### src/rtl/core/vpts_pkg.sv
`timescale 1ns / 1ps
// Shared types and constants for the voted period-to-speed core.
package vpts_pkg;

    localparam int COUNT_W   = 32;
    localparam int SPEED_W   = 48;
    localparam int OFFSET_W  = 8;
    localparam int MIN_W     = 16;
    localparam int PULSES_W  = 8;
    localparam int DISAG_W   = 3;
    localparam int CFG_IDX_W = 2;
    localparam int CFG_DAT_W = 16;

    typedef enum logic [CFG_IDX_W-1:0] {
        REG_VOTE_ENABLE    = 2'd0,
        REG_COUNT_OFFSET   = 2'd1,
        REG_MIN_SPEED_RPM  = 2'd2,
        REG_PULSES_PER_REV = 2'd3
    } cfg_reg_t;

    localparam logic [OFFSET_W-1:0] OFFSET_RESET = 8'd16;
    localparam logic [MIN_W-1:0]    MIN_RESET    = 16'd10;
    localparam logic [PULSES_W-1:0] PULSES_RESET = 8'd16;

    typedef struct packed {
        logic [COUNT_W-1:0] copy_first;
        logic [COUNT_W-1:0] copy_second;
        logic [COUNT_W-1:0] copy_third;
    } in_t;

    typedef struct packed {
        logic [SPEED_W-1:0] speed_rpm_q8;
        logic               speed_zeroed;
        logic [DISAG_W-1:0] bytes_disagreed;
    } out_t;

    // control that rides alongside each word down the divider row
    typedef struct packed {
        logic               valid;
        logic               zeroed;
        logic [DISAG_W-1:0] disagree;
    } side_t;

endpackage

### src/rtl/core/vpts_div_cell.sv
`timescale 1ns / 1ps
// One restoring-division cell: resolves one quotient bit per word.
module vpts_div_cell
    import vpts_pkg::*;
#(
    parameter int unsigned NUM_W = 50
) (
    input  logic               clk,
    input  logic               rst_n,
    input  logic               advance,
    input  side_t              side_in,
    input  logic [COUNT_W-1:0] den_in,
    input  logic [COUNT_W-1:0] rem_in,
    input  logic [NUM_W-1:0]   nq_in,
    output side_t              side_out,
    output logic [COUNT_W-1:0] den_out,
    output logic [COUNT_W-1:0] rem_out,
    output logic [NUM_W-1:0]   nq_out
);

    logic               valid_reg;
    logic [DISAG_W-1:0] disagree_reg;
    logic               zeroed_reg;
    logic [COUNT_W-1:0] den_reg;
    logic [COUNT_W-1:0] rem_reg, rem_next;
    logic [NUM_W-1:0]   nq_reg, nq_next;
    logic [COUNT_W:0]   trial;
    logic [COUNT_W:0]   diff;
    logic               fits;

    // nq holds the unused dividend bits on top, quotient bits shift in below
    assign trial    = {rem_in, nq_in[NUM_W-1]};
    assign fits     = (trial >= {1'b0, den_in});
    assign diff     = trial - {1'b0, den_in};
    assign rem_next = fits ? diff[COUNT_W-1:0] : trial[COUNT_W-1:0];
    assign nq_next  = {nq_in[NUM_W-2:0], fits};

    always_ff @(posedge clk or negedge rst_n)
    begin
        if (!rst_n)
        begin
            valid_reg <= 1'b0;
        end
        else if (advance)
        begin
            valid_reg <= side_in.valid;
        end
    end

    always_ff @(posedge clk)
    begin
        if (advance)
        begin
            zeroed_reg   <= side_in.zeroed;
            disagree_reg <= side_in.disagree;
            den_reg      <= den_in;
            rem_reg      <= rem_next;
            nq_reg       <= nq_next;
        end
    end

    assign side_out.valid    = valid_reg;
    assign side_out.zeroed   = zeroed_reg;
    assign side_out.disagree = disagree_reg;
    assign den_out           = den_reg;
    assign rem_out           = rem_reg;
    assign nq_out            = nq_reg;

endmodule

### config.mk
export PLATFORM = sky130hd
export DESIGN_NAME = vpts_div_cell
export DESIGN_NICKNAME = d
export VERILOG_FILES = /design/src/rtl/core/vpts_pkg.sv /design/src/rtl/core/vpts_div_cell.sv
export SDC_FILE = /design/constraint.sdc
export NUM_CORES = 1
export LEC_CHECK = 0
export ABC_CLOCK_PERIOD_IN_PS = 800
export BUFFER_PORTS_ARGS = -buffer_cell sky130_fd_sc_hd__buf_2
export CAP_MARGIN = 20
export CORE_ASPECT_RATIO = 2
export CORE_MARGIN = 2
export CORE_UTILIZATION = 44
export DETAILED_ROUTE_END_ITERATION = 10
export HOLD_SLACK_MARGIN = 0.12
export PLACE_DENSITY_LB_ADDON = 0.15
export SLEW_MARGIN = 20
export SYNTH_ARGS = -nofsm -noshare
export SYNTH_HDL_FRONTEND = slang
export SYNTH_SLANG_ARGS = --single-unit
### constraint.sdc
create_clock -name clk -period 0.8 [get_ports clk]
set_input_delay 0.24 -clock clk [delete_from_list [all_inputs] [get_ports clk]]
set_output_delay 0.24 -clock clk [all_outputs]
set_load 0.02 [all_outputs]
# --- Word-level counts from Yosys, hierarchy flattened ---
# Index checks and enable logic that the tools add are counted.
# Widths: inputs -> output; s select.
word_totals:
  ff_bits: 119
  inputBits: 122
  out_inout_bits: 119
  word_cells: 9
op_classes:
  add_sub_neg: 1
  mux: 1
  order_cmp: 1
ops:
  columns: ["operator", "count"]
  rows:
  - ["$ge 33x32->1", 1]
  - ["$mux 32", 1]
  - ["$sub 32x32->32", 1]

# --- Logic depth before layout (Yosys ltp) ---
depth:
  depth_word: 2
  ltp_mapped: 13
  depth_no_buf: 12

# --- Worst setup path after synthesis ---
# OpenSTA, ideal clock, no wires.
synth_timing:
  path_type: "input to register"
  start: "input port den_in[7]"
  end: "register rem_reg[13], in the netlist rem_out[13] (data pin)"
  cell_stages: 12
  arrival_ns: 2.754
  path_slack_ns: -2.216
  path_cell_list: "inv_1 > ha_1 > buf_2 > nand4_1 > or4_1 > a21oi_1 > nor3_1 > a211oi_2 > o21ai_2 > o31ai_4 > buf_4 > mux2_1"
synth_via:
  elab_chain_cells: 2
  word_cells_on_any_way: 3
  classes_between: "1 x add/sub; 1 x order compare; 1 x mux"
synth_lines:
  columns: ["element", "line", "rtl"]
  rows:
  - ["start: declaration", "vpts_div_cell.sv:12", "input logic [COUNT_W-1:0] den_in,"]
  - ["$sub 32x32->32 or $ge 33x32->1 (tied branches)", "vpts_div_cell.sv:34, vpts_div_cell.sv:33", null]
  - ["$mux 32 *", "vpts_div_cell.sv:35", "assign rem_next = fits ? diff[COUNT_W-1:0] : trial[COUNT_W-1:0];"]
  - ["net rem_next[13]", "vpts_div_cell.sv:25", "logic [COUNT_W-1:0] rem_reg, rem_next;"]
  - ["end signal: assignment", "vpts_div_cell.sv:57", "rem_reg <= rem_next;"]
  - ["end: declaration", "vpts_div_cell.sv:25", null]
# The timed path passes the listed nets; every way through them passes the cells marked *.
# A chain may end at the register's enable or synchronous reset.

# --- Worst setup path in the final report ---
layout_timing:
  start: "input port nq_in[49]"
  end: "register rem_reg[30], in the netlist rem_out[30] (data pin)"
layout_via:
  elab_chain_cells: 2
  word_cells_on_any_way: 3
  classes_between: "1 x add/sub; 1 x order compare; 1 x mux"
layout_lines:
  columns: ["element", "line", "rtl"]
  rows:
  - ["start: declaration", "vpts_div_cell.sv:14", "input logic [NUM_W-1:0] nq_in,"]
  - ["$sub 32x32->32 or $ge 33x32->1 (tied branches)", "vpts_div_cell.sv:34, vpts_div_cell.sv:33", null]
  - ["$mux 32 *", "vpts_div_cell.sv:35", null]
  - ["net rem_next[30]", "vpts_div_cell.sv:25", null]
# Marks and branches as above.

==> out/qor.yml <==
drc: 0
wl_per_cell_um: 19.8
final_nets: 1066
syn_area_um2: 5800
syn_nets: 622
grt_util_met3: 0.0510
start_util: 0.449
max_slew_margin: 0.690
syn_inst: 467
yosys.cell_types.count: 49
root_buffer: "clkbuf_16"
gp_congestion: 0.907
cp_max_fo: 3
htree_num_levels: 4
synthArstFlopShare: 0.00840
drt_wl_total_mm: 21.3
port_buffers: 240
synth-edff-count: 118
yosysSeqAreaShare: 0.615
boundaryPins: 241
synth_flop_cell: "edfxtp_1"
endpoint_kind: "flop"
core-area_um2: 12900
met2_usage: 0.558
start_kind: "input port"
min_path_type: "input port to flop"
viasPerCell: 5.26
path_clk_slew_ns: 0.06
final-instance-count-excl-fill: 1076
rsz0062_at_grt: "yes"
antenna_found_initial: 0
fin_util: 0.825
cts_tree: "done"
drtAntennaViolNets: 0
drtIter0Drc: 313
grt_usage: 0.274
grt_pass1_vias: 6089
total_power_uw: 21800
syn2layout_area_growth_pct: 83.5
setup_violations: 152
setup_slack_ns: -1.76
place_inst: 946
period_needed_ns: 2.56
grt_use_met1: 0.245
clk_latency_ns: 0.41
finalMaxSlewViolations: 0
die_h_um: 166
yosys_warnings: 0
cp.arrival_ns: 2.72
vdd_drop_max_uv: 1920
std_cell_rows: 59
largest_reg_flops: 50
grt_start_max_net_pins: 40
insertedDiodeCount: 0
top_usage_layer: "met2"
die-area_um2: 14200
vias: 5658
gr-total-overflow: 0
ys_seq_elements: 119
cts_hold_buf: 84
max_freq_mhz: 391
die_w_um: 85.2
place_hpwl_mm: 13.1
power_density_nw_per_um2: 2050
drt_pre_antenna_iters: 5
clock_sink_count: 119
p_leak_uw: 0.00470
grt_pass1_wl_mm: 29.9
finalClockSkew_ns: 0
final_area_um2: 10700
cts_buffer_depth: 2
maxCapViolCount: 0
min_period_over_period: 3.20
required_ns: 0.96
cts-buffers-inserted: 17
worst_pin_slew_ns: 0.464
syn_avg_cell_area_um2: 12.4
finalHoldViolCount: 0
dpl-instance-area_um2: 8060
pre_cts_slack_ns: -2.36
drive_above_1_share: 0.513
status: "complete, but fails checks"
r2r_setup_slack_ns: 0.03
failed_checks: "negative setup slack"
setup.worst_path.class: "input port to flop"
-- power breakdown --
group          switching (µW)  internal (µW)
sequential                293           7640
combinational            3040           3180
clock                    3040           4610
-- cell type report --
cell class	instances	area, µm²
Multi-Input combinational cell	290	2420
Timing Repair Buffer	445	3730
Fill cell	725	2270
Clock buffer	18	429
Sequential cell	119	3570
Clock inverter	14	151
Tap cell	152	190
Inverter	38	160
-- logic make-up (layout without fill, tap and decap cells) --
family	count (synthesis)	in the layout	share of synthesized area
multiplexers	12	12	0.0231
AO/OA/AOI/OAI	119	119	0.126
AND/OR/NAND/NOR	99	99	0.0802
adder cells (fa/ha/maj)	33	33	0.0724
buffers and inverters	58	515	0.0427
flip-flops	119	119	0.615
XOR/XNOR	27	27	0.0407
-- through the flow --
step | setup TNS, ns | hold slack, ns
final | -101.32 | 0.0757
after global routing | -109.05 | 0.0655
after CTS | -101.14 | 0.0555
after detailed placement | -93.26 | 0.0182
after global placement | -90.81 | 0.0149
after floorplan | -66.17 | -0.0556
-- final timing paths --
path | endpoint | start | cells past startpoint
worst min-delay path | valid_reg | side_in[4] | 2
max in group asynchronous | valid_reg | rst_n | 2
worst max-delay path | rem_out[30] | nq_in[49] | 13
worst max register to register | valid_reg | valid_reg | 1
min in group asynchronous | valid_reg | rst_n | 2
worst min register to register | valid_reg | valid_reg | 1
-- metal layers --
metal,part of all wire,wire length (µm),up-vias
li1,-,-,2626
met1,0.31,6580,2740
met2,0.61,13000,244
met3,0.048,1030,48
met4,0.034,714,0
met5,0,0,-
-- cells in the mapped netlist, drive strengths merged (6+ instances only) --
| library cell | number | area share |
|---|---|---|
| a21o | 12 | 0.016 |
| xnor2 | 15 | 0.023 |
| clkbuf | 7 | 0.0047 |
| inv | 38 | 0.025 |
| nand2 | 26 | 0.017 |
| edfxtp | 118 | 0.61 |
| nand3 | 8 | 0.0069 |
| mux2 | 11 | 0.021 |
| xor2 | 12 | 0.018 |
| buf | 13 | 0.013 |
| a21oi | 56 | 0.048 |
| o21a | 6 | 0.0078 |
| ha | 32 | 0.069 |
| o21ai | 18 | 0.016 |
| nand4 | 8 | 0.0086 |
| nor2 | 35 | 0.023 |
-- what timing repair did --
action | in CTS | in global routing
endpoints found under the hold margin | 87 | 3
buffers inserted | 11 | 6
pin swaps | 13 | 3
setup endpoints to repair | 152 | 152
resized for setup | 146 | 145
cloned | 2 | 0
-- worst max-delay path, stage by stage --
cell	delay [ns]
buf_8	0.08
inv_4	0.03
ha_4	0.15
fa_2	0.35
nand2b_4	0.16
a21oi_4	0.15
o21ai_2	0.07
o311a_1	0.39
a31oi_4	0.20
a21oi_2	0.12
o41ai_4	0.39
xor2_1	0.12
mux2_4	0.26
-- placed cells by master (no fill, tap or decap), types with 5 or more instances in the layout --
| cell type | Yosys | final |
|---|---|---|
| inv_2 | 0 | 8 |
| buf_8 | 0 | 6 |
| xor2_1 | 12 | 12 |
| o21a_1 | 6 | 6 |
| buf_2 | 8 | 136 |
| a21oi_1 | 56 | 40 |
| nor2_1 | 35 | 26 |
| a21o_1 | 12 | 12 |
| buf_12 | 0 | 7 |
| buf_4 | 5 | 108 |
| ha_1 | 32 | 18 |
| nand2_1 | 26 | 25 |
| nor2_2 | 0 | 8 |
| ha_4 | 0 | 14 |
| clkinv_4 | 0 | 5 |
| buf_6 | 0 | 104 |
| xnor2_1 | 15 | 15 |
| mux2_4 | 0 | 10 |
| nand3_1 | 8 | 8 |
| dlygate4sd3_1 | 0 | 84 |
| edfxtp_1 | 118 | 118 |
| inv_1 | 38 | 25 |
| nand4_1 | 8 | 8 |
| clkbuf_16 | 0 | 17 |
| o21ai_0 | 16 | 14 |
| a21oi_2 | 0 | 14 |
(Power assumes the default switching activity.)
