==> src/rtl/core/vpts_pkg.sv <==
`timescale 1ns / 1ps
// Shared types and constants for the voted period-to-speed core.
package vpts_pkg;

    localparam int COUNT_W   = 32;
    localparam int SPEED_W   = 48;
    localparam int OFFSET_W  = 8;
    localparam int MIN_W     = 16;
    localparam int PULSES_W  = 8;
    localparam int DISAG_W   = 3;
    localparam int CFG_IDX_W = 2;
    localparam int CFG_DAT_W = 16;

    typedef enum logic [CFG_IDX_W-1:0] {
        REG_VOTE_ENABLE    = 2'd0,
        REG_COUNT_OFFSET   = 2'd1,
        REG_MIN_SPEED_RPM  = 2'd2,
        REG_PULSES_PER_REV = 2'd3
    } cfg_reg_t;

    localparam logic [OFFSET_W-1:0] OFFSET_RESET = 8'd16;
    localparam logic [MIN_W-1:0]    MIN_RESET    = 16'd10;
    localparam logic [PULSES_W-1:0] PULSES_RESET = 8'd16;

    typedef struct packed {
        logic [COUNT_W-1:0] copy_first;
        logic [COUNT_W-1:0] copy_second;
        logic [COUNT_W-1:0] copy_third;
    } in_t;

    typedef struct packed {
        logic [SPEED_W-1:0] speed_rpm_q8;
        logic               speed_zeroed;
        logic [DISAG_W-1:0] bytes_disagreed;
    } out_t;

    // control that rides alongside each word down the divider row
    typedef struct packed {
        logic               valid;
        logic               zeroed;
        logic [DISAG_W-1:0] disagree;
    } side_t;

endpackage

==> src/rtl/core/vpts_front.sv <==
`timescale 1ns / 1ps
// Input stage: byte vote, offset check, divisor and dividend setup.
module vpts_front
    import vpts_pkg::*;
#(
    parameter int unsigned TIMEBASE_HZ   = 50000000,
    parameter int unsigned FRACTION_BITS = 8,
    parameter int unsigned NUM_W         = 50
) (
    input  logic                clk,
    input  logic                rst_n,
    input  logic                advance,
    input  logic                in_valid,
    input  in_t                 in_data,
    input  logic                vote_enable,
    input  logic [OFFSET_W-1:0] count_offset,
    input  logic [PULSES_W-1:0] pulses_per_rev,
    output side_t               side,
    output logic [COUNT_W-1:0]  den,
    output logic [NUM_W-1:0]    num
);

    localparam longint unsigned RPM_SCALE = 64'd60 * 64'(TIMEBASE_HZ);
    localparam int unsigned     SCALE_W   = $clog2(RPM_SCALE + 64'd1);
    localparam logic [SCALE_W-1:0] SCALE  = SCALE_W'(RPM_SCALE);

    logic                        valid_reg;
    logic                        zeroed_reg, zeroed_next;
    logic [DISAG_W-1:0]          disagree_reg, disagree_next;
    logic [COUNT_W-1:0]          den_reg, den_next;
    logic [NUM_W-1:0]            num_reg, num_next;
    logic [COUNT_W-1:0]          count;
    logic [3:0]                  byte_diff;
    logic [SCALE_W+PULSES_W-1:0] product;

    always_comb
    begin
        logic [7:0] ba, bb, bc;
        count     = in_data.copy_first;
        byte_diff = '0;
        for (int k = 0; k < 4; k++)
        begin
            ba = in_data.copy_first[k*8 +: 8];
            bb = in_data.copy_second[k*8 +: 8];
            bc = in_data.copy_third[k*8 +: 8];
            byte_diff[k] = !(ba == bb && ba == bc);
            // second and third outvote the first only when they agree
            if (vote_enable && ba != bb && bb == bc)
            begin
                count[k*8 +: 8] = bb;
            end
        end
        if (!vote_enable)
        begin
            byte_diff = '0;
        end
    end

    assign disagree_next = DISAG_W'(byte_diff[0]) + DISAG_W'(byte_diff[1])
                         + DISAG_W'(byte_diff[2]) + DISAG_W'(byte_diff[3]);
    assign zeroed_next   = (count <= COUNT_W'(count_offset));
    assign den_next      = count - COUNT_W'(count_offset);
    assign product       = SCALE * pulses_per_rev;
    assign num_next      = NUM_W'(product) << FRACTION_BITS;

    always_ff @(posedge clk or negedge rst_n)
    begin
        if (!rst_n)
        begin
            valid_reg <= 1'b0;
        end
        else if (advance)
        begin
            valid_reg <= in_valid;
        end
    end

    always_ff @(posedge clk)
    begin
        if (advance)
        begin
            zeroed_reg   <= zeroed_next;
            disagree_reg <= disagree_next;
            den_reg      <= den_next;
            num_reg      <= num_next;
        end
    end

    assign side.valid    = valid_reg;
    assign side.zeroed   = zeroed_reg;
    assign side.disagree = disagree_reg;
    assign den           = den_reg;
    assign num           = num_reg;

endmodule

==> config.mk <==
export PLATFORM = sky130hd
export DESIGN_NAME = vpts_front
export DESIGN_NICKNAME = d
export VERILOG_FILES = /design/src/rtl/core/vpts_pkg.sv /design/src/rtl/core/vpts_front.sv
export SDC_FILE = /design/constraint.sdc
export NUM_CORES = 1
export LEC_CHECK = 0
export BUFFER_PORTS_ARGS = -buffer_cell sky130_fd_sc_hd__buf_2
export CORE_UTILIZATION = 53
export DETAILED_ROUTE_END_ITERATION = 7
export PLACE_DENSITY = 0.8
export SYNTH_ARGS = -nofsm -noshare
export SYNTH_HDL_FRONTEND = slang
export SYNTH_SLANG_ARGS = --single-unit
==> constraint.sdc <==
create_clock -name clk -period 1.1 [get_ports clk]
set_clock_uncertainty 0.2 [all_clocks]
set_input_delay 0.22 -clock clk [delete_from_list [all_inputs] [get_ports clk]]
set_output_delay 0.22 -clock clk [all_outputs]
set_load 0.005 [all_outputs]
==> flow_summary.toml, run 1 <==
[outcome]
status = "stopped before the end"
haltStage = "5_1_grt"
stop_error = "[ERROR GRT-0232] Routing congestion too high. Check the congestion heatmap in the GUI."

[placed_design]
gp_congestion = 0.9615
place_ws_ns = -3.635
place_hpwl_mm = 21.34
port_buffers = 184

[sta]
worstEndpointType = "register data pin"
grt-worst-endpoint = "num[44]$_DFFE_PP_/D"

[synth]
yosysSeqAreaShare_pct = 25.20
async_flop_share_pct = 1.471
synth_edf_count = 67
ys.flop_type = "edfxtp_1"
synth_area_mm2 = 0.008084
synth_area_leaders = "edfxtp_1 25%, ha_1 14%, fa_1 9.4%, xor2_1 8.9%, xnor2_1 7.9%"
synth_top_area_cell = "edfxtp_1"
yosys.area.top_type_share_pct = 24.89
synth_cell_types = 65
ys_warn_count = 0
synthCells = 828
syn_avg_cell_area_um2 = 9.763
ys_seq_elements = 68

[floorplanning]
die_w_um = 125.5
ios = 204
core.rowCount = 44
die_height_um = 125.5
start_util_pct = 55.00

[clock_tree]
cts_root_buffer = "clkbuf_16"
cts_buffer_depth = 2
cts_sinks = 68
h-tree-depth = 3
cts-buffers-inserted = 9

[grt]
grt_max_degree = 16
grt-ovfl-total = 7
grt_usage_pct = 66.19
[synthesized netlist by cell type, types with 6 or more instances]
cell,number
nand4_1,15
xor2_1,82
a2111oi_0,6
o21ai_0,12
nor4_1,22
o21a_1,6
a21oi_1,30
edfxtp_1,67
nor2b_1,6
ha_1,88
nor2_1,37
nand2_1,30
fa_1,38
mux2_2,12
mux2i_1,31
nor3_1,30
xnor2_1,73
clkbuf_1,17
a21o_1,7
buf_4,21
inv_1,103
nand3_1,10
[per-stage QoR]
stage                     TNS (ns)  cell area [µm²]  cells
after CTS                  -166.74            13170   1521
after global placement     -180.85            11960   1467
after detailed placement   -185.93            11960   1467
after floorplan            -157.80             8768    846
[repair_timing]
item / in CTS
resized for setup: 136
buffers inserted: 51
hold endpoints to repair: 2
setup endpoints to repair: 133
pin swaps: 64
hold buffers: 3
[metal layers]
layer  overflow  track usage, %
met5          0           5.573
met3          0           43.86
met1          0           61.12
met2          5           90.85
met4          2           76.83
[kinds of logic after synthesis]
| family | Yosys count | share of synthesized area (%) |
|---|---|---|
| AOI/OAI and AO/OA | 97 | 8.296 |
| other | 1 | 0.04639 |
| muxes | 44 | 5.696 |
| xor gates and xnor gates | 155 | 16.79 |
| and+or+nand+nor | 189 | 12.91 |
| DFF | 68 | 25.20 |
| buffers and inverters | 148 | 8.033 |
| adders and majority gates | 126 | 23.03 |
==> run 2, diff against run 1 <==
Settings changed: CORE_UTILIZATION 53 to 38, PLACE_DENSITY 0.8 to unset, PLACE_DENSITY_LB_ADDON set to 0.15.
==> flow_summary.toml, run 2 <==
[outcome]
status = "finished with violations"
violations = "negative setup slack"

[clock_tree]
cts_sinks = 68
cts_root_buffer = "clkbuf_16"
h-tree-depth = 3
cts-buffers-inserted = 9
cts_buffer_depth = 2
clkTransAtPathRegs_ns = 0.06
cts_tree = "built"
clock_latency_ns = 0.35

[floorplanning]
coreArea_mm2 = 0.02056
die_w_um = 147.9
die-area_mm2 = 0.02186
die_height_um = 147.9
core.rowCount = 52
start_util_pct = 39.32
ios = 204

[sta]
slew_viol_final = 0
fmax_mhz = 239.2
fin_crit_ns = 4.181
tightestPinTransition_ns = 0.5088
hold_violations = 0
fin_setup_tns_ns = -164.87
grt_setup_unrepaired = "yes"
setup_ws_ns = -3.081
setup_violations = 133
fin_crit_sh_pct = 380.0
slew_headroom_pct = 65.20

[layout]
largest_reg_flops = 32
layout.cells.non_filler = 1619
final_area_mm2 = 0.01369
syn2layout_area_growth_pct = 69.29
layout.nets = 1586
drive_above_1_share_pct = 53.64
final_common_cell = "buf_4"
final_cell_mix = "291 x buf_4, 170 x buf_2, 93 x inv_1"

[detailed_routing]
drtAntennaViolNets = 0
dr.pass1.iters = 4
viasPerCell = 4.857
drc = 0
drtIter0Drc = 213
wirelength_mm = 25.56
vias = 7864
wire_per_inst_um = 15.79

[synth]
synth_xor_area_share_pct = 16.79
synth_area_mm2 = 0.008084
async_flop_share_pct = 1.471
yosysSeqAreaShare_pct = 25.20
synth-simple-area-share_pct = 12.91
ys.flop_type = "edfxtp_1"
synthCells = 828
synth_top_family_by_area = "adder cells"
synth_area_leaders = "edfxtp_1 25%, ha_1 14%, fa_1 9.4%, xor2_1 8.9%, xnor2_1 7.9%"
syn_avg_cell_area_um2 = 9.763
synth_edf_count = 67
synth.top_cells.by_count = "103 x inv_1, 88 x ha_1, 82 x xor2_1, 73 x xnor2_1, 67 x edfxtp_1"
synth_compound_area_share_pct = 8.296
synth.most_common_cell = "inv_1"
ys_seq_elements = 68
ys_warn_count = 0
synth_top_area_cell = "edfxtp_1"
synth-adder-area-share_pct = 23.03
synth_cell_types = 65
yosys.area.top_type_share_pct = 24.89
synthMuxAreaShare_pct = 5.696

[power]
power.density_mw_per_mm2 = 1443
p_leak_nw = 6.136
ir_drop_v = 0.0008351

[placed_design]
place_ws_ns = -3.602
port_buffers = 184
dpl_cell_area_mm2 = 0.01208
gp_congestion = 0.8899
dp.cells = 1561
place_hpwl_mm = 20.58

[critical_path]
critPathArrivalTime_ns = 4.09
crit_chain = "buf_8 -> inv_6 -> fa_2 -> fa_1 -> fa_1 -> fa_2 -> inv_2 -> ha_4 -> and3_4 -> a211oi_2 -> a21o_1 -> a31oi_4 -> o41ai_4 -> o21ai_2 -> a311o_1"
max_stage_delay_ns = 0.60
crit_slowest_cell = "fa_2"
critical_path_class = "input port to register"
crit_path_max_fanout = 3
cp_data_required_time_ns = 1.00
cp-start-kind = "input port"
end_kind = "register"

[min_path]
min_path_type = "input port to register"

[grt]
grt_pass1_wl_mm = 40.43
grt-ovfl-total = 0
grt_usage_pct = 23.68
grt_max_degree = 22
grt_pass1_vias = 8268
antenna_found_initial = 1

[flow_run]
maxCapViolCount = 0
[run 2: cell counts after synthesis]
Identical to the previous run, type by type.
[run 2: logic make-up after synthesis]
logic type / after synthesis
simple gates: 189
xor+xnor: 155
buf+inv: 148
fa+ha+maj: 126
compound gates: 97
flops: 68
mux: 44
other cells: 1
[run 2: final cells by class]
class | instances | area [µm²]
Antenna cell | 1 | 2.502
Clock buffer | 11 | 232.7
Clock inverter | 5 | 76.32
Fill cell | 1668 | 6874
Inverter | 103 | 391.6
Multi-Input combinational cell | 630 | 6730
Sequential cell | 68 | 2037
Tap cell | 270 | 337.8
Timing Repair Buffer | 531 | 3877
[run 2: power breakdown]
group	switching (W)	total (W)	internal [W]	leakage (nW)
Sequential	0.000197	0.00406	0.00387	0.667
Clock	0.00126	0.00324	0.00198	0.147
Combinational	0.00568	0.0124	0.00676	5.32
Total	0.00714	0.0197	0.0126	6.14
[run 2: worst paths after layout]
check	cells past startpoint	startpoint	slack, ns	endpoint
worst min register to register	2	valid_reg	0.40	valid_reg
min in group asynchronous	3	rst_n	0.51	valid_reg
worst max register to register	2	valid_reg	0.04	valid_reg
worst min-delay path	2	advance	0.10	valid_reg
max in group asynchronous	3	rst_n	0.08	valid_reg
worst max-delay path	15	pulses_per_rev[5]	-3.08	num[44]
[run 2: critical path: cells and delay by family]
kind                       cells  cell delay, ns
and+or+nand+nor                1            0.17
AOI/OAI and AO/OA              6            1.28
adders and majority gates      5            2.26
buffers and inverters          3            0.15
[run 2: metal layers]
metal	global-route usage, %	vias to the layer above	routed length [µm]
met5	0	-	0
li1	-	3884	-
met3	3.920	37	928
met2	43.77	177	13480
met4	7.062	0	604
met1	27.85	3766	10550
[run 2: through the flow]
step	hold slack (ns)	util, %	total power, W
5_1_grt	0.09873	66.57	0.02114
3_5_place_dp	-0.2045	58.77	0.01490
4_1_cts	0.09448	64.73	0.01927
3_3_place_gp	-0.2053	58.77	0.01473
6_report	0.1013	66.57	0.01974
2_1_floorplan	-0.2756	-	0.01023
[run 2: timing repair]
item,CTS,global route
gates resized for setup,137,64
pin swaps,81,57
hold endpoints to repair,2,0
setup endpoints to repair,133,133
hold buffers,3,0
setup buffers,36,28
Note: power is estimated with default switching activity, not from simulation.
==> run 3, diff against run 2 <==
Settings changed: SETUP_SLACK_MARGIN set to 0.02.
==> flow_summary.toml, run 3 (synthesis results as in run 2) <==
[outcome]
status = "finished with violations"
violations = "negative setup slack"

[grt]
grt_usage_pct = 23.68
antenna_found_initial = 1
grt_pass1_vias = 8268
grt-ovfl-total = 0
grt_pass1_wl_mm = 40.43
grt_max_degree = 22

[layout]
register_area_mm2 = 0.002037
drive_above_1_share_pct = 53.64
fillCellCount = 1666
final_cell_mix = "290 x buf_4, 170 x buf_2, 93 x inv_1"
layout.cells.non_filler = 1619
syn2layout_area_growth_pct = 69.37
final_common_cell = "buf_4"
layout.nets = 1586
largest_reg_flops = 32
multi_input_area_mm2 = 0.006730
final_util_pct = 66.60

[clock_tree]
clkTransAtPathRegs_ns = 0.06
cts_tree = "built"
cts_root_buffer = "clkbuf_16"
h-tree-depth = 3
cts_buffer_depth = 2
cts-buffers-inserted = 9
clock_latency_ns = 0.35
cts_sinks = 68

[critical_path]
critical_path_class = "input port to register"
critPathArrivalTime_ns = 4.09
end_kind = "register"
cp-start-kind = "input port"
crit_path_max_fanout = 3
cp_data_required_time_ns = 1.00

[placed_design]
place_hpwl_mm = 20.58
port_buffers = 184
dp.cells = 1561
gp_congestion = 0.8899

[power]
p_leak_nw = 6.146
combPwrFrac_pct = 63.0
seqPwrFrac_pct = 20.6
ir_drop_v = 0.0008350
power_frac_clock_pct = 16.4
internal_power_w = 0.01261
power.density_mw_per_mm2 = 1442
switching_share_pct = 36.14
power_switching_w = 0.007136

[floorplanning]
die_w_um = 147.9
die-area_mm2 = 0.02186
ios = 204
coreArea_mm2 = 0.02056
die_height_um = 147.9
start_util_pct = 39.32
core.rowCount = 52

[detailed_routing]
viasPerCell = 4.858
dr.pass1.iters = 4
drc = 0
wire_per_inst_um = 15.79
wirelength_mm = 25.57
drtIter0Drc = 213
vias = 7865
drtAntennaViolNets = 0

[min_path]
min_path_type = "input port to register"

[sta]
hold_violations = 0
tightestPinTransition_ns = 0.5088
grt_setup_unrepaired = "yes"
fin_setup_tns_ns = -164.88
slew_viol_final = 0
fmax_mhz = 239.2
slew_headroom_pct = 65.20
setup_violations = 133
fin_crit_sh_pct = 380.0
setup_ws_ns = -3.081
fin_crit_ns = 4.181

[flow_run]
maxCapViolCount = 0
## run 3: cell count changes in the layout (fill, tap and decap cells not counted), sizes merged
cell | previous run | this run
dlygate4sd3 | 3 | 2
dlymetal6s4s | 0 | 1
## run 3: timing repair
item                                   in CTS  in global routing
hold buffers                                3                  0
setup buffers                              36                 28
pin swaps                                  81                 57
endpoints found under the hold margin       2                  0
setup endpoints to repair                 133                134
resized for setup                         137                 66
## run 3: worst paths after layout
kind                       slack, ns         startpoint         to  cells after the start
max reg2reg                     0.04          valid_reg  valid_reg                      2
min in group asynchronous       0.51              rst_n  valid_reg                      3
max in group asynchronous       0.08              rst_n  valid_reg                      3
min reg2reg                     0.40          valid_reg  valid_reg                      2
max                            -3.08  pulses_per_rev[5]    num[44]                     15
min                             0.08           in_valid  valid_reg                      3
## run 3: metal layers
layer	track usage (%)	share of wire (%)	vias to the layer above
li1	-	-	3884
met1	27.85	41	3767
met2	43.77	53	177
met3	3.920	3.6	37
met4	7.062	2.4	0
met5	0	0	-
## run 3: critical path: stages
cell and delay (ns):
buf_8 0.08, inv_6 0.03, fa_2 0.60, fa_1 0.44
fa_1 0.46, fa_2 0.55, inv_2 0.04, ha_4 0.21
and3_4 0.17, a211oi_2 0.18, a21o_1 0.21, a31oi_4 0.12
o41ai_4 0.32, o21ai_2 0.10, a311o_1 0.35
## run 3: power by group through the flow
stage	Combinational, W	Clock (W)	Sequential [W]
2_1_floorplan	0.00605	0	0.00417
3_3_place_gp	0.0106	0	0.00414
3_5_place_dp	0.0108	0	0.00414
4_1_cts	0.0119	0.00329	0.00409
5_1_grt	0.0136	0.00338	0.00414
6_report	0.0124	0.00324	0.00407
## run 3: cell type report
class	count	share of cell area, %
multi-input cells	630	49.15
repair buffers	531	28.37
flip-flops and latches	68	14.88
inverters	103	2.860
well taps	270	2.467
clock buffers	11	1.700
clock inverters	5	0.5574
diodes	1	0.01828
## run 3: stage by stage
step / hold slack, ns / total power [W] / area (µm²) / setup WS [ns]
6_report: 0.07797 / 0.01975 / 13690 / -3.081
2_1_floorplan: -0.2756 / 0.01023 / 8768 / -3.304
4_1_cts: 0.09448 / 0.01927 / 13310 / -3.085
3_5_place_dp: -0.2045 / 0.01490 / 12080 / -3.602
3_3_place_gp: -0.2053 / 0.01473 / 12080 / -3.572
5_1_grt: 0.08281 / 0.02114 / 13690 / -3.189
