File: src/rtl/core/vpts_pkg.sv
`timescale 1ns / 1ps
// Shared types and constants for the voted period-to-speed core.
package vpts_pkg;

    localparam int COUNT_W   = 32;
    localparam int SPEED_W   = 48;
    localparam int OFFSET_W  = 8;
    localparam int MIN_W     = 16;
    localparam int PULSES_W  = 8;
    localparam int DISAG_W   = 3;
    localparam int CFG_IDX_W = 2;
    localparam int CFG_DAT_W = 16;

    typedef enum logic [CFG_IDX_W-1:0] {
        REG_VOTE_ENABLE    = 2'd0,
        REG_COUNT_OFFSET   = 2'd1,
        REG_MIN_SPEED_RPM  = 2'd2,
        REG_PULSES_PER_REV = 2'd3
    } cfg_reg_t;

    localparam logic [OFFSET_W-1:0] OFFSET_RESET = 8'd16;
    localparam logic [MIN_W-1:0]    MIN_RESET    = 16'd10;
    localparam logic [PULSES_W-1:0] PULSES_RESET = 8'd16;

    typedef struct packed {
        logic [COUNT_W-1:0] copy_first;
        logic [COUNT_W-1:0] copy_second;
        logic [COUNT_W-1:0] copy_third;
    } in_t;

    typedef struct packed {
        logic [SPEED_W-1:0] speed_rpm_q8;
        logic               speed_zeroed;
        logic [DISAG_W-1:0] bytes_disagreed;
    } out_t;

    // control that rides alongside each word down the divider row
    typedef struct packed {
        logic               valid;
        logic               zeroed;
        logic [DISAG_W-1:0] disagree;
    } side_t;

endpackage

File: src/rtl/core/vpts_out_buf.sv
`timescale 1ns / 1ps
// Result finishing (saturate, minimum check) and two-entry output buffer.
module vpts_out_buf
    import vpts_pkg::*;
#(
    parameter int unsigned FRACTION_BITS = 8,
    parameter int unsigned NUM_W         = 50
) (
    input  logic             clk,
    input  logic             rst_n,
    input  side_t            side,
    input  logic [NUM_W-1:0] quot,
    input  logic [MIN_W-1:0] min_speed_rpm,
    output logic             advance,
    output logic             out_valid,
    input  logic             out_ready,
    output out_t             out_data
);

    logic [SPEED_W-1:0] sat;
    logic [SPEED_W-1:0] min_scaled;
    logic               below;
    out_t               word_next;
    out_t               entry0_reg, entry1_reg;
    logic [1:0]         count_reg, count_next;
    logic               push, pop;

    generate
        if (NUM_W > SPEED_W)
        begin : g_sat
            assign sat = (|quot[NUM_W-1:SPEED_W]) ? '1 : quot[SPEED_W-1:0];
        end
        else
        begin : g_nosat
            assign sat = SPEED_W'(quot);
        end
    endgenerate

    assign min_scaled = SPEED_W'(min_speed_rpm) << FRACTION_BITS;
    assign below      = (sat < min_scaled);

    assign word_next.speed_zeroed    = side.zeroed || below;
    assign word_next.speed_rpm_q8    = word_next.speed_zeroed ? '0 : sat;
    assign word_next.bytes_disagreed = side.disagree;

    // the divider row only moves while there is room for its last word
    assign advance   = (count_reg != 2'd2);
    assign push      = advance && side.valid;
    assign pop       = out_valid && out_ready;
    assign out_valid = (count_reg != 2'd0);
    assign out_data  = entry0_reg;

    always_comb
    begin
        count_next = count_reg;
        if (push && !pop)
        begin
            count_next = count_reg + 2'd1;
        end
        else if (pop && !push)
        begin
            count_next = count_reg - 2'd1;
        end
    end

    always_ff @(posedge clk or negedge rst_n)
    begin
        if (!rst_n)
        begin
            count_reg <= 2'd0;
        end
        else
        begin
            count_reg <= count_next;
        end
    end

    always_ff @(posedge clk)
    begin
        if (pop)
        begin
            entry0_reg <= (count_reg == 2'd2) ? entry1_reg : word_next;
            if (push && count_reg == 2'd2)
            begin
                entry1_reg <= word_next;
            end
        end
        else if (push)
        begin
            if (count_reg == 2'd0)
            begin
                entry0_reg <= word_next;
            end
            else
            begin
                entry1_reg <= word_next;
            end
        end
    end

    a_count_bound: assert property (@(posedge clk) disable iff (!rst_n)
        count_reg != 2'd3)
        else $error("output buffer count out of range");

    a_push_grows: assert property (@(posedge clk) disable iff (!rst_n)
        push && !pop |=> count_reg == $past(count_reg) + 2'd1)
        else $error("pushed word not held");

    a_zeroed_speed: assert property (@(posedge clk) disable iff (!rst_n)
        out_valid && out_data.speed_zeroed |-> out_data.speed_rpm_q8 == '0)
        else $error("zeroed word carries a speed");

    a_full_stalls: assert property (@(posedge clk) disable iff (!rst_n)
        count_reg == 2'd2 && !pop |=> count_reg == 2'd2)
        else $error("full buffer lost a word");

endmodule

File: config.mk
export PLATFORM = sky130hd
export DESIGN_NAME = vpts_out_buf
export DESIGN_NICKNAME = d
export VERILOG_FILES = /design/src/rtl/core/vpts_pkg.sv /design/src/rtl/core/vpts_out_buf.sv
export SDC_FILE = /design/constraint.sdc
export NUM_CORES = 1
export LEC_CHECK = 0
export CORE_MARGIN = 10
export CORE_UTILIZATION = 60
export CTS_BUF_LIST = sky130_fd_sc_hd__clkbuf_4
export DETAILED_ROUTE_END_ITERATION = 8
export DONT_BUFFER_PORTS = 1
export PLACE_DENSITY_LB_ADDON = 0.15
export REMOVE_ABC_BUFFERS = 1
export SLEW_MARGIN = 20
export SYNTH_ARGS = -nofsm -noshare
export SYNTH_HDL_FRONTEND = slang
export SYNTH_SLANG_ARGS = --single-unit
export TNS_END_PERCENT = 10
File: constraint.sdc
create_clock -name clk -period 6.2 [get_ports clk]
set_input_delay 0.31 -clock clk [delete_from_list [all_inputs] [get_ports clk]]
set_output_delay 0.31 -clock clk [all_outputs]
set_load 0.05 [all_outputs]
==> After elaboration in Yosys (flattened, before gate mapping) <==
Cells that the tools add are included.
{ "word_totals": {"ff_bits": 106, "in_bits": 74, "output_inout_bits": 54, "wordCells": 42} }
{ "op_classes": {"add_sub_neg": 2, "magnitude_cmp": 1, "eq_ne": 4, "n_mux": 12, "n_reduce_logical": 16} }
{ "ops": {"columns": ["operator", "n"], "rows": [
  ["$mux 52", 8],
  ["$mux 48", 2],
  ["$lt 48x24->1", 1],
  ["$reduce_bool 2->1", 4],
  ["$logic_and 1x1->1", 5],
  ["$mux 2", 2],
  ["$ne 2x2->1 const B", 2],
  ["$reduce_and 3->1", 1],
  ["$add 2x1->2 const B", 1],
  ["$eq 2x2->1 const B", 1],
  ["$logic_not 1->1", 2],
  ["$logic_not 2->1", 1],
  ["$ne 2x1->1 const B", 1],
  ["$reduce_and 2->1", 1],
  ["$reduce_or 2->1", 1],
  ["$sub 2x1->2 const B", 1],
  ["$logic_or 1x1->1", 1]
]} }

==> Longest topological paths before layout <==
Gate-level depths: netlist (run 1).
{ "depth": {"ltp_word": 8, "ltp_mapped": 13, "ltp_nobuf": 10} }

==> Worst setup path before layout (run 1) <==
No wires, ideal clock.
{ "synth_timing": {"path_type": "register to register", "startpoint": "reg count_reg[0]", "endpoint": "reg entry1_reg[0] in the netlist's numbering (enable)", "setup_ns": 0.526, "arrival_time_ns": 4.786, "required_time_ns": 5.674, "setup_slack_ns": 0.888, "path_stages_with_launch": 5, "n_path_buf": 0, "synth_period_minus_slack_ns": 5.312, "path_cell_list": "dfrtp_1 nand2b_1 nand2_1 ha_1 nor3_1"} }
{ "synth_between": {"elab_chain_cells": 5, "word_cells_on_any_way": 11, "cone_classes": "4 x eq/ne; 7 x reduce/logical"} }
{ "synth_rtl": {"columns": ["element", "line_no", "rtl"], "rows": [
  ["start: declaration", "vpts_out_buf.sv:25", "logic [1:0] count_reg, count_next;"],
  ["start signal: assignment", "vpts_out_buf.sv:74", "count_reg <= count_next;"],
  ["$ne 2x2->1 *", "vpts_out_buf.sv:47", "assign advance = (count_reg != 2'd2);"],
  ["named net advance", "vpts_out_buf.sv:14", "output logic advance,"],
  ["$logic_and 1x1->1 *", "vpts_out_buf.sv:48", "assign push = advance && side.valid;"],
  ["$logic_and 1x1->1", "vpts_out_buf.sv:83", "if (push && count_reg == 2'd2)"],
  ["$ne 2x1->1 (no line)", null, null],
  ["$reduce_and 3->1 (no line) *", null, null],
  ["end signal: assignment", "vpts_out_buf.sv:85", "entry1_reg <= word_next;"],
  ["end signal: assignment", "vpts_out_buf.sv:96", "entry1_reg <= word_next;"],
  ["end: declaration", "vpts_out_buf.sv:24", "out_t entry0_reg, entry1_reg;"]
]} }
The timed path passes the listed nets; every way through them passes the cells marked *.
A chain may end at the register's enable or synchronous reset.

==> Final worst setup path (run 1) <==
{ "layout_timing": {"startpoint": "in quot[49]", "endpoint": "reg entry0_reg (netlist bit out_data[4]) (data pin)"} }
{ "layout_between": {"elab_chain_cells": 8, "word_cells_on_any_way": 9, "cone_classes": "1 x order compare; 6 x mux; 2 x reduce/logical"} }
{ "layout_rtl": {"columns": ["element", "line_no", "rtl"], "rows": [
  ["start: declaration", "vpts_out_buf.sv:12", "input logic [NUM_W-1:0] quot,"],
  ["$reduce_or 2->1 *", "vpts_out_buf.sv:31", "assign sat = (|quot[NUM_W-1:SPEED_W]) ? '1 : quot[SPEED_W-1:0];"],
  ["$mux 48 *", "vpts_out_buf.sv:31", null],
  ["$lt 48x24->1", "vpts_out_buf.sv:40", "assign below = (sat < min_scaled);"],
  ["$logic_or 1x1->1", "vpts_out_buf.sv:42", "assign word_next.speed_zeroed = side.zeroed || below;"],
  ["$mux 48 *", "vpts_out_buf.sv:43", "assign word_next.speed_rpm_q8 = word_next.speed_zeroed ? '0 : sat;"],
  ["$mux 52", "vpts_out_buf.sv:90", "if (count_reg == 2'd0)"],
  ["$mux 52", "vpts_out_buf.sv:88", "else if (push)"],
  ["$mux 52 *", "vpts_out_buf.sv:80", "if (pop)"],
  ["end signal: assignment", "vpts_out_buf.sv:82", "entry0_reg <= (count_reg == 2'd2) ? entry1_reg : word_next;"],
  ["end signal: assignment", "vpts_out_buf.sv:92", "entry0_reg <= word_next;"],
  ["end: declaration", "vpts_out_buf.sv:24", null]
]} }
Mark *: on every way between the ends. The rest lies on a longest branch, timed or not. The select of a mux whose other input is x is not followed.

==> results.sh, run 1 <==
export IMPL_status="finished, final reports clean"
export IMPL_antenna_left=0
export IMPL_synth_flop_cell="edfxtp_1"
export IMPL_final_setup_tns_ps=0
export IMPL_hpwl_um=6960
export IMPL_syn_area_um2=4980
export IMPL_most_common_layout_cells="104 x edfxtp_1, 96 x nor2_1, 33 x inv_1"
export IMPL_cp_max_fo=46
export IMPL_hold_viol=0
export IMPL_crit_path_end_kind="register"
export IMPL_clock_sinks=106
export IMPL_required_ps=6380
export IMPL_root_buffer="clkbuf_4"
export IMPL_startpoint="quot[49]"
export IMPL_place_ws_ps=2370
export IMPL_setup_violations=0
export IMPL_htree_levels=3
export IMPL_holdCritStartpoint="side[3]"
export IMPL_wl_per_cell_um=20.5
export IMPL_startpoint_type="primary input"
export IMPL_die_width_um=111
export IMPL_synth_avg_cell_area_um2=12.7
export IMPL_antenna_found_initial=0
export IMPL_ir_worst_vdd_uv=464
export IMPL_p_seq_share_pct=65.8
export IMPL_maxSlewHeadroom_pct=33.6
export IMPL_path_class="in2reg"
export IMPL_grt_pass1_vias=2896
export IMPL_comb_power_share_pct=16.8
export IMPL_first_pass_iters=4
export IMPL_coreArea_um2=8130
export IMPL_drv_cap=0
export IMPL_portBuffers=0
export IMPL_period_minus_slack_ps=3300
export IMPL_ys_types=32
export IMPL_tightest_slew_ps=997
export IMPL_grtUsageTotal_pct=16.5
export IMPL_initial_core_util_pct=61.2
export IMPL_layout_commonest_cell="edfxtp_1"
export IMPL_drive_gt1_share_pct=20.2
export IMPL_rsz0062_at_grt="false"
export IMPL_drc=0
export IMPL_grt_overflow=0
export IMPL_globalplace_congestion=0.756
export IMPL_power_density_nw_per_um2=450
export IMPL_skew_ps=24.1
export IMPL_async_flop_share_pct=1.89
export IMPL_arrival_ps=3480
export IMPL_switchingPower_uw=1000
export IMPL_cts_tree="built"
export IMPL_path_clk_slew_ps=180
export IMPL_diodes=0
export IMPL_grt_max_degree=78
export IMPL_viasPerCell=5.67
export IMPL_synth_edff_count=104
export IMPL_max_freq_ghz=0.303
export IMPL_p_int_uw=1370
export IMPL_num_io_pins=128
export IMPL_ctsResizeCount=0
export IMPL_die_area_um2=12300
export IMPL_ys_seq_area_share_pct=63.7
export IMPL_fin_crit_sh_pct=53.2
export IMPL_worstReg2RegStart="count_reg[0]"
export IMPL_drt_initial_drc_count=135
export IMPL_p_clk_share_pct=17.3
export IMPL_fin_ws_ps=2900
export IMPL_num_rows=33
export IMPL_swShare_pct=42.3
export IMPL_vias=2844
export IMPL_wl_um=10300
export IMPL_drv_slew=0
export IMPL_hp_class="in2reg"
export IMPL_numCtsBuffers=9
export IMPL_p_leak_uw=0.00187
export IMPL_cts_buffer_depth=2
export IMPL_ys_seq_elements=106
export IMPL_die_h_um=111
export IMPL_synthCells=393
export IMPL_grt_pass1_wl_um=16400
export IMPL_syn2layout_area_growth_pct=5.93
export IMPL_nets=483
export IMPL_clk_latency_ps=440
export IMPL_ys_warn_count=0
==> path summary, 6_finish.rpt <==
kind,end,slack (ps),cells after the start
worst min-delay path,entry1_reg[40],40,1
worst max register to register,out_data[1],3600,4
max in group asynchronous,count_reg[0],6010,1
worst max-delay path,out_data[4],2900,11
min in group asynchronous,count_reg[1],70,1
worst min register to register,count_reg[1],510,1
==> final cells by class <==
| type | count | area [um2] |
|---|---|---|
| Inverter | 33 | 124 |
| Clock buffer | 9 | 67.6 |
| Multi-Input combinational cell | 233 | 1590 |
| Timing Repair Buffer | 9 | 80.1 |
| Tap cell | 105 | 131 |
| Sequential cell | 106 | 3170 |
| Fill cell | 642 | 2860 |
| Clock inverter | 7 | 111 |
==> critical path: stages <==
cell	delay (ps)
or2_2	600
nor2_1	370
inv_1	100
ha_1	300
nand4_1	190
nor3_1	110
nor3_1	160
o211ai_1	180
o21bai_4	470
buf_4	490
o31ai_2	140
==> cells in the mapped netlist, drive strengths merged (2+ instances only) <==
cell      n  area [um2]
edfxtp  104        3120
nor2     97         364
inv      33         124
nand2    32         120
mux2     27         304
o31ai    25         308
ha       17         213
clkbuf   12        45.0
buf       9        65.1
a21oi     6        33.8
nor4      6        37.5
nor3      5        30.0
nand4     3        18.8
dfrtp     2        50.1
nand3     2        10.0
nor2b     2        12.5
xnor2     2        17.5
==> metrics by stage <==
stage                     total power (uW)  hold slack [ps]  util (%)  cell area (um2)  cells
after global placement                1970             14.5      62.0             5050    481
after global routing                  2480             1.29      64.9             5280    502
after CTS                             2400             19.8      64.7             5270    501
final                                 2370             42.0      64.9             5280    502
after floorplan                       1880             14.4         -             4870    372
after detailed placement              1990             14.5      62.0             5050    481
==> layer usage <==
metal | part of all wire [%] | vias up | wire length [um] | GRT usage [%]
li1 | - | 1380 | - | -
met1 | 41 | 1367 | 4260 | 20.0
met2 | 50 | 86 | 5110 | 26.8
met3 | 7.9 | 11 | 814 | 6.22
met4 | 1.3 | 0 | 134 | 4.97
met5 | 0 | - | 0 | 0
==> what timing repair did <==
action / 4_1_cts / 5_1_grt
setup buffers: 0 / 0
setup endpoints to repair: 0 / 0
hold buffers: 4 / 1
endpoints found under the hold margin: 5 / 1
==> power groups by stage <==
stage / sequential, uW / clock, uW / combinational (uW)
floorplan: 1560 / 0 / 318
global placement: 1580 / 0 / 391
detailed placement: 1590 / 0 / 402
CTS: 1570 / 420 / 406
global route: 1580 / 453 / 446
finish: 1560 / 411 / 399
==> kinds of logic after synthesis <==
logic type / Yosys count / share of synthesized area (%)
compound gates: 37 / 8.52
xor+xnor: 3 / 0.528
fa+ha+maj: 17 / 4.27
buf+inv: 54 / 4.70
flops: 106 / 63.7
mux: 27 / 6.11
simple gates: 149 / 12.2
(Power assumes the default switching activity.)
==> inputs of run 2 (changes only) <==
==> constraint.sdc (replaced) <==
create_clock -name clk -period 3.2 [get_ports clk]
set_input_delay 0.16 -clock clk [delete_from_list [all_inputs] [get_ports clk]]
set_output_delay 0.16 -clock clk [all_outputs]
set_load 0.05 [all_outputs]
==> run 2 against run 1 <==
  * Register-to-register slack got worse by 2700 ps
  * Clock skew down 2.6 ps
  * Die area did not move
  * Worst setup slack lost 2200 ps
  * Clock power up 52%
  * Routed wire length grew 7.5%
  * Critical endpoint is now out_data[7]
  * Largest cell class unchanged
  * Highest routed layer unchanged
==> results.sh, run 2 (same netlist as run 1, synthesis figures left out) <==
export IMPL_p_clk_share_pct=13.8
export IMPL_power_density_nw_per_um2=782
export IMPL_hpwl_um=7380
export IMPL_nFillCells=567
export IMPL_antenna_left=0
export IMPL_first_pass_iters=4
export IMPL_coreArea_um2=8130
export IMPL_place_area_um2=5130
export IMPL_nets=536
export IMPL_viasPerCell=5.61
export IMPL_skew_ps=21.5
export IMPL_switchingPower_uw=1950
export IMPL_clock_sinks=106
export IMPL_arrival_ps=2760
export IMPL_grtUsageTotal_pct=17.5
export IMPL_wl_per_cell_um=20.0
export IMPL_cp_max_fo=24
export IMPL_p_int_uw=2580
export IMPL_slowest_stage="dlygate4sd3_1"
export IMPL_initial_core_util_pct=61.2
export IMPL_grt_overflow=0
export IMPL_period_minus_slack_ps=2490
export IMPL_startpoint_type="primary input"
export IMPL_drv_cap=0
export IMPL_cp_num_buf_inv=3
export IMPL_critical_path_top_delay_family="compound AO/OA/AOI/OAI gates"
export IMPL_rsz0062_at_grt="false"
export IMPL_place_ws_ps=327
export IMPL_required_ps=3470
export IMPL_cts_buffer_depth=2
export IMPL_die_area_um2=12300
export IMPL_globalplace_congestion=0.811
export IMPL_maxSlewHeadroom_pct=36.4
export IMPL_wl_um=11100
export IMPL_p_seq_share_pct=66.8
export IMPL_grt_max_degree=78
export IMPL_drc=0
export IMPL_ir_worst_vdd_uv=721
export IMPL_crit_path_end_kind="register"
export IMPL_portBuffers=0
export IMPL_hold_viol=0
export IMPL_max_freq_ghz=0.402
export IMPL_ctsResizeCount=0
export IMPL_drv_slew=0
export IMPL_stdcell_area_um2=5790
export IMPL_die_h_um=111
export IMPL_root_buffer="clkbuf_4"
export IMPL_place_inst=485
export IMPL_die_width_um=111
export IMPL_hp_class="in2reg"
export IMPL_status="finished, final reports clean"
export IMPL_drt_initial_drc_count=201
export IMPL_htree_levels=3
export IMPL_grt_pass1_wl_um=17500
export IMPL_cts_tree="built"
export IMPL_path_class="in2reg"
export IMPL_instances_no_fill=555
export IMPL_num_io_pins=128
export IMPL_drive_gt1_share_pct=18.7
export IMPL_diodes=0
export IMPL_most_common_layout_cells="104 x edfxtp_1, 96 x nor2_1, 54 x dlygate4sd3_1"
export IMPL_setup_violations=0
export IMPL_path_clk_slew_ps=150
export IMPL_grt_pass1_vias=3144
export IMPL_vias=3112
export IMPL_fin_crit_sh_pct=77.7
export IMPL_antenna_found_initial=0
export IMPL_fin_ws_ps=715
export IMPL_num_rows=33
export IMPL_clk_latency_ps=440
export IMPL_tightest_slew_ps=951
export IMPL_p_leak_uw=0.00208
export IMPL_swShare_pct=43.1
export IMPL_layout_commonest_cell="edfxtp_1"
export IMPL_comb_power_share_pct=19.4
export IMPL_fin_hold_ws_ps=30.4
export IMPL_syn2layout_area_growth_pct=16.3
export IMPL_cts_setup_buffers=0
export IMPL_path_cells="dlygate4sd3_1, nor2_1, inv_1, ha_1, nand3_1, a21oi_2, o311ai_2, a2111oi_4, o21bai_4, buf_12, o31ai_2"
export IMPL_numCtsBuffers=9
export IMPL_critPathMaxStageDelay_ps=540
==> run 2: changes by cell type in the layout (fill, tap and decap cells not counted) <==
cell,previous run,this run
inv_6,2,0
clkinv_8,1,0
clkinv_4,2,0
buf_12,0,4
inv_8,0,1
dlygate4sd3_1,5,54
bufinv_16,2,0
clkbuf_4,9,11
clkinvlp_4,0,4
==> run 2: path summary, 6_finish.rpt <==
kind,cells after the start,slack (ps),from,endpoint
max,11,710,quot[11],out_data[7]
min,2,30,quot[25],entry1_reg[29]
max reg2reg,5,910,count_reg[0],entry1_reg[25]
min reg2reg,1,520,count_reg[1],count_reg[1]
max in group asynchronous,2,2620,rst_n,count_reg[0]
min in group asynchronous,2,460,rst_n,count_reg[1]
==> run 2: what timing repair did <==
action / in CTS / in global routing
hold endpoints to repair: 58 / 0
hold buffers: 54 / 0
endpoints found under the setup margin: 0 / 0
==> run 2: layer usage <==
| metal | up-vias | wire length [um] | track usage [%] |
|---|---|---|---|
| met2 | 120 | 5430 | 28.0 |
| met3 | 13 | 1020 | 5.47 |
| li1 | 1485 | - | - |
| met1 | 1494 | 4450 | 22.2 |
| met5 | - | 0 | 0 |
| met4 | 0 | 180 | 5.57 |
==> run 2: area by class of cell <==
cell class | instances | area, um2 | share of cell area, %
flip-flops and latches | 106 | 3170 | 54.8
multi-input cells | 233 | 1590 | 27.4
repair buffers | 62 | 651 | 11.2
well taps | 105 | 131 | 2.27
inverters | 33 | 124 | 2.14
clock buffers | 11 | 82.6 | 1.43
clock inverters | 5 | 41.3 | 0.713
==> run 2: power by group through the flow <==
stage | Clock [uW] | Combinational (uW) | Sequential, uW
global route | 693 | 974 | 3060
detailed placement | 0 | 829 | 3070
CTS | 640 | 893 | 3040
finish | 623 | 878 | 3030
global placement | 0 | 806 | 3060
floorplan | 0 | 616 | 3020
==> run 2: metrics by stage <==
stage	util, %	power, uW	setup TNS [ps]
after floorplan	-	3640	-198560
after global placement	63.0	3870	0
after detailed placement	63.0	3900	0
after CTS	71.2	4570	0
after global routing	71.2	4730	0
final	71.2	4530	0
